[src/rtl/lkc_pkg.sv]
// lkc_pkg: shared constants, command codes and control/status types of the lru key cache
`timescale 1ns / 1ps
package lkc_pkg;

  localparam int ENTRIES = 64;
  localparam int IDX_W   = $clog2(ENTRIES);
  localparam int CNT_W   = 7;
  localparam int KEY_W   = 64;
  localparam int HND_W   = 32;
  localparam int STAT_W  = 32;
  localparam int FUNC_W  = 2;

  localparam logic [FUNC_W-1:0] FUNC_LOOKUP = 2'd0;
  localparam logic [FUNC_W-1:0] FUNC_INSERT = 2'd1;
  localparam logic [FUNC_W-1:0] FUNC_CLEAR  = 2'd2;
  localparam logic [FUNC_W-1:0] FUNC_STATS  = 2'd3;

  localparam logic [CNT_W-1:0] MAX_ENTRIES_RESET = 7'd50;

  // controller to datapath
  typedef struct packed {
    logic load;       // capture the input word
    logic walk;       // read the slot at the walk index and advance
    logic upd_phase;  // walk rewrites recency ranks instead of searching
    logic decide;     // register the outcome of the search
    logic commit;     // apply the item and load the result register
  } lkc_cmd_t;

  // datapath to controller
  typedef struct packed {
    logic needs_scan;
    logic walk_last;
    logic need_upd;
  } lkc_stat_t;

endpackage

[src/rtl/lkc_ctrl.sv]
// lkc_ctrl: sequencer for search, rank update and commit of one item at a time
`timescale 1ns / 1ps
module lkc_ctrl (
  input  logic             clk,
  input  logic             rst_n,
  input  logic             in_tvalid,
  output logic             in_tready,
  output logic             out_tvalid,
  input  logic             out_tready,
  input  lkc_pkg::lkc_stat_t st,
  output lkc_pkg::lkc_cmd_t  cmd
);
  import lkc_pkg::*;

  localparam logic [2:0] S_IDLE   = 3'd0;
  localparam logic [2:0] S_SCAN   = 3'd1;
  localparam logic [2:0] S_SDRAIN = 3'd2;
  localparam logic [2:0] S_DECIDE = 3'd3;
  localparam logic [2:0] S_UPD    = 3'd4;
  localparam logic [2:0] S_UDRAIN = 3'd5;
  localparam logic [2:0] S_COMMIT = 3'd6;

  logic [2:0] state_r, state_nxt;
  logic       out_valid_r, out_valid_nxt;
  logic       slot_free;

  assign slot_free  = !out_valid_r || out_tready;
  assign in_tready  = (state_r == S_IDLE);
  assign out_tvalid = out_valid_r;

  always_comb begin
    state_nxt = state_r;
    cmd       = '0;
    unique case (state_r)
      S_IDLE: begin
        if (in_tvalid) begin
          cmd.load  = 1'b1;
          state_nxt = S_SCAN;
        end
      end
      S_SCAN: begin
        if (!st.needs_scan) begin
          state_nxt = S_DECIDE;
        end else begin
          cmd.walk = 1'b1;
          if (st.walk_last) state_nxt = S_SDRAIN;
        end
      end
      S_SDRAIN: state_nxt = S_DECIDE;
      S_DECIDE: begin
        cmd.decide = 1'b1;
        state_nxt  = st.need_upd ? S_UPD : S_COMMIT;
      end
      S_UPD: begin
        cmd.walk      = 1'b1;
        cmd.upd_phase = 1'b1;
        if (st.walk_last) state_nxt = S_UDRAIN;
      end
      S_UDRAIN: state_nxt = S_COMMIT;
      S_COMMIT: begin
        // hold the finished item until the result register can take it
        if (slot_free) begin
          cmd.commit = 1'b1;
          state_nxt  = S_IDLE;
        end
      end
      default: state_nxt = S_IDLE;
    endcase
  end

  always_comb begin
    out_valid_nxt = out_valid_r;
    if (cmd.commit) out_valid_nxt = 1'b1;
    else if (out_tready) out_valid_nxt = 1'b0;
  end

  always_ff @(posedge clk) begin
    if (!rst_n) begin
      state_r     <= S_IDLE;
      out_valid_r <= 1'b0;
    end else begin
      state_r     <= state_nxt;
      out_valid_r <= out_valid_nxt;
    end
  end

endmodule

[config.mk]
export PLATFORM = sky130hd
export DESIGN_NAME = lkc_ctrl
export DESIGN_NICKNAME = d
export VERILOG_FILES = /design/src/rtl/lkc_pkg.sv /design/src/rtl/lkc_ctrl.sv
export SDC_FILE = /design/constraint.sdc
export NUM_CORES = 1
export LEC_CHECK = 0
export ABC_AREA = 0
export BUFFER_PORTS_ARGS = -buffer_cell sky130_fd_sc_hd__buf_4
export CORE_AREA = 2 2 39 41
export CTS_CLUSTER_SIZE = 12
export DETAILED_ROUTE_END_ITERATION = 10
export DIE_AREA = 0 0 41 43
export GPL_TIMING_DRIVEN = 0
export MAX_ROUTING_LAYER = met4
export PLACE_DENSITY = 0.57
export SYNTH_ARGS = -nofsm -noshare
export SYNTH_HDL_FRONTEND = slang
export SYNTH_SLANG_ARGS = --single-unit
[constraint.sdc]
create_clock -name clk -period 1.2 [get_ports clk]
set_input_delay 0.24 -clock clk [delete_from_list [all_inputs] [get_ports clk]]
set_output_delay 0.24 -clock clk [all_outputs]
set_load 0.005 [all_outputs]
# Yosys cells after proc, flatten, opt, wreduce, memory -nomap -nowiden
# Cells that the tools add are included.
# totals
register_bits,4
in_bits,7
out_inout_bits,7
wordCells,34
# classes
n_eq_ne,10
muxes,17
reduce_logical,5
# op_table
op,n
$pmux W3 S7,1
$mux W3,5
$eq A3 B3 Y1 const B,3
$mux W1,9
$eq A3 B2 Y1 const B,2
$ne A2 B2 Y1 const B,3
$reduce_and A4 Y1,1
$eq A3 B1 Y1 const B,1
$logic_not A3 Y1,1
$ne A3 B3 Y1 const B,1
$mux W2,1
$pmux W1 S2,1
$reduce_bool A2 Y1,1
$logic_not A1 Y1,1
$logic_or A1 B1 Y1,1

# Logic depth before layout (Yosys ltp)
# logic_depth
depth_word,5
depth_mapped,5
mapped_depth_nobuf,4

# Least setup slack after synthesis
# No wires, ideal clock.
# synth_path
path_type,reg-to-output
from,register state_r[0]
to,output port cmd[4] in the netlist's numbering
arrival_ns,0.871
t_required_ns,0.960
slack_ns,0.089
stages_incl_launch_ff,4
path_buffers,1
cell_sequence,dfxtp_1 > buf_2 > nor3_1 > and2_1
# synth_lines
element,line,rtl
start: declaration,lkc_ctrl.sv:23,"logic [2:0] state_r, state_nxt;"
start signal: assignment,lkc_ctrl.sv:82,state_r <= state_nxt;
end: declaration,lkc_ctrl.sv:11,output lkc_pkg::lkc_cmd_t cmd

==> results.md <==
### Drt
• 11.8 um — post-detailed-route wirelength per cell
• 3 — count of routing violations after the opening detailed-route iteration
• 3 — number of search-and-repair iterations in the first detailed-routing pass
• 896 um — DRT Wirelength
• 0 — Final ANT Viol Nets
• 349 — Via Count
• 0 — DRC violations left
• 4.59 — number of vias per cell

### Clocking
• sky130_fd_sc_hd__clkbuf_4 — clock root buffer master
• built — clock tree from TritonCTS
• 1 — H-Tree Level Count
• 4 — total number of clock tree sinks
• 0 — hold buffer count at cts
• 40 ps — clock slew at reported path FFs
• 230 ps — insertion delay of the later-clocked pin in the worst-skew pair
• 2 — buffers from clock root to sink, at most
• 3 — TritonCTS buffer count

### STA
• 209 ps — pin slew with the least headroom to its limit
• 113% — period utilisation layout
• 1360 ps — post-layout minimum cycle time
• 0 — final hold vios
• 735 MHz — FMAX
• 86.0% — normalized max-slew margin
• -574 ps — Setup TNS Final
• true — RSZ-0062 raised after global routing
• 0 — pins over their slew limit
• 265 ps — Post-Route Hold Slack
• 6.74 ps — worst clock skew on the final layout
• 9 — setup-violating endpoint count in the final report
• -160 ps — smallest setup slack after layout

### Power and ir drop
• 2300 nW/um2 — Pwr Density
• 0.000262 uW — leakage dissipation
• 1400 uW — overall power after layout
• 0.000607 V — worst-case vdd ir drop

### Final layout
• 88.8 um2 — sequential cell area in the final layout
• 259 um2 — multi-input gate area in the final layout
• 87.6% — relative area change from synthesis to final layout
• 0 — diode insertion count for antenna repair
• 132 — layout filler cell count
• 75.0% — share of layout cells above drive strength 1
• 69 — number of nets in the finished design
• 43.9% — fin util

### Floorplanning
• 41 um — horizontal die dimension
• 23.4% — Initial Util
• 1760 um2 — Die Outline Area
• 1380 um2 — floorplan core area
• 43 um — Die Ht
• 14 — I/O pins
• 14 — num rows

### Placed design
• 13 — number of buffers inserted by port buffering
• -14.4 ps — post-placement worst setup slack
• 0.603 — final estimated routing congestion in global placement

### Synthesis
• 4 — register bit count reported by yosys
• 24.7% — fraction of synthesized cell area taken by the top area cell type
• 24.7% — Seq/Total Area, Yosys
• sky130_fd_sc_hd__dfxtp_1 — post-synthesis cell type with the largest combined area
• 9.00 um2 — mean instance size in the synthesized netlist
• 43 — Synthesized Nets
• 324 um2 — post-synthesis cell area
• sky130_fd_sc_hd__dfxtp_1 25%, sky130_fd_sc_hd__buf_6 6.9%, sky130_fd_sc_hd__o21bai_4 5.8% — top post-synthesis cells by area
• 36 — gate count after technology mapping
• 26 — Cell variety after synth
• 0 — synthesis warning total

### Worst setup path
• state_r[0]$_SDFFE_PN0P_ — endpoint of the worst-slack reg-to-reg timing path
• -50 ps — worst-case register-to-register setup slack
• 5 — largest fanout on the critical path
• 960 ps — WP data required
• output pin — critical path capture point type
• reg2out — worst setup path category
• 1120 ps — arrival time at the worst endpoint
• state_r[0]$_SDFFE_PN0P_ — reg2reg start
• flip-flop — sort of element at the start of the critical path
• 6 — R2R cell count

### Worst hold path
• state_r[2]$_SDFFE_PN0P_ — worst min-delay path endpoint
• rst_n — launch instance of the worst min-delay path
• 2 — number of cells on the worst hold path
• in2reg — min-delay worst type

### GRT
• 1.46 mm — wire length of the first global-routing pass
• 7 — pin count of the biggest net entering global routing
• 371 — via count of the first global-routing pass
• 12.6% — Total GRT Usage
• 0 — GRT Residual Overflow
• 0 — number of antenna violations at the first check in global routing

### Flow run
• 0 — max-cap check violation count

### Outcome
• finished with violations — result of the run
• setup timing — failing checks

## worst max-delay path by stage
stage                     slack, ps  depth (start not counted)     end                     from
after floorplan                  90                          3  cmd[4]  state_r[0]$_SDFFE_PN0P_
after global placement           -4                          5  cmd[0]  state_r[0]$_SDFFE_PN0P_
after detailed placement        -10                          5  cmd[0]  state_r[0]$_SDFFE_PN0P_
after CTS                      -190                          5  cmd[3]  state_r[2]$_SDFFE_PN0P_
after global routing           -220                          5  cmd[3]  state_r[0]$_SDFFE_PN0P_
final                          -160                          5  cmd[3]  state_r[0]$_SDFFE_PN0P_
## metrics by stage
| step | cells | instance area, um2 |
|---|---|---|
| 6_report | 76 | 608 |
| 5_1_grt | 76 | 608 |
| 4_1_cts | 77 | 567 |
| 3_5_place_dp | 65 | 442 |
| 3_3_place_gp | 65 | 442 |
| 2_1_floorplan | 36 | 324 |
## critical path, stage by stage (launching register included)
cell	delay [ps]
sky130_fd_sc_hd__dfxtp_2	310
sky130_fd_sc_hd__buf_6	120
sky130_fd_sc_hd__buf_6	110
sky130_fd_sc_hd__a31oi_4	180
sky130_fd_sc_hd__inv_2	50
sky130_fd_sc_hd__buf_6	110
## sequential cells by signal, summed over array words and instances (netlist names)
name,count
out_tvalid,1
state_r,3
## kinds of logic (layout without fill, tap and decap cells)
group,count (synthesis),in the layout,synth area share (%)
AOI/OAI and AO/OA,11,11,30.1
buffers and inverters,5,29,12.0
DFF,4,4,24.7
muxes,1,1,3.09
and+or+nand+nor,15,15,30.1
## per-layer routing
| metal | wire length [um] | global-route usage [%] | share of wire, % | up-vias |
|---|---|---|---|---|
| met3 | 37 | 1.57 | 4.1 | 0 |
| met2 | 530 | 22.5 | 59 | 7 |
| met4 | 0 | 6.00 | 0 | 0 |
| met5 | 0 | - | 0 | - |
| li1 | - | - | - | 175 |
| met1 | 327 | 12.3 | 36 | 167 |
## cell usage after synthesis (all sizes together)
library cell	count
o21bai	2
o21a	2
buf	4
nand2	4
o22ai	1
a31oi	1
nor3	2
nor2b	1
and4b	1
dfxtp	4
a21boi	2
nand2b	1
mux2i	1
nor2	2
a21oi	1
and2	1
nand3b	2
inv	1
nor3b	1
o21ai	1
a21o	1
## cell type report
cell class                 count  share of cell area [%]
sequential                     4                    14.6
clock buffer                   3                    3.70
multi-input combinational     27                    42.6
inverter                       1                   0.617
timing repair buffer          23                    31.5
buffer                         2                    3.70
tap                           16                    3.29
## power by group
part / switching [uW] / total [uW] / internal (uW)
Sequential: 58.3 / 255 / 196
Combinational: 408 / 986 / 578
Clock: 49.3 / 161 / 111
## layout by cell type, fill, tap and decap left out, drive strengths merged
cell	netlist	final
nor3b	1	1
inv	1	1
o21ai	1	1
nor2b	1	1
o21a	2	2
nor2	2	2
dfxtp	4	4
and4b	1	1
nand3b	2	2
a21oi	1	1
o21bai	2	2
a21boi	2	2
mux2i	1	1
buf	4	25
o22ai	1	1
nor3	2	2
a31oi	1	1
nand2	4	4
a21o	1	1
and2	1	1
clkbuf	0	3
nand2b	1	1
## what timing repair did
item / CTS / global route
pin swaps: 2 / 5
setup endpoints to repair: 6 / 9
hold endpoints to repair: 0 / 0
buffers inserted: 10 / 0
gates resized for setup: 10 / 14
Power figures use the tool's default switching activity.
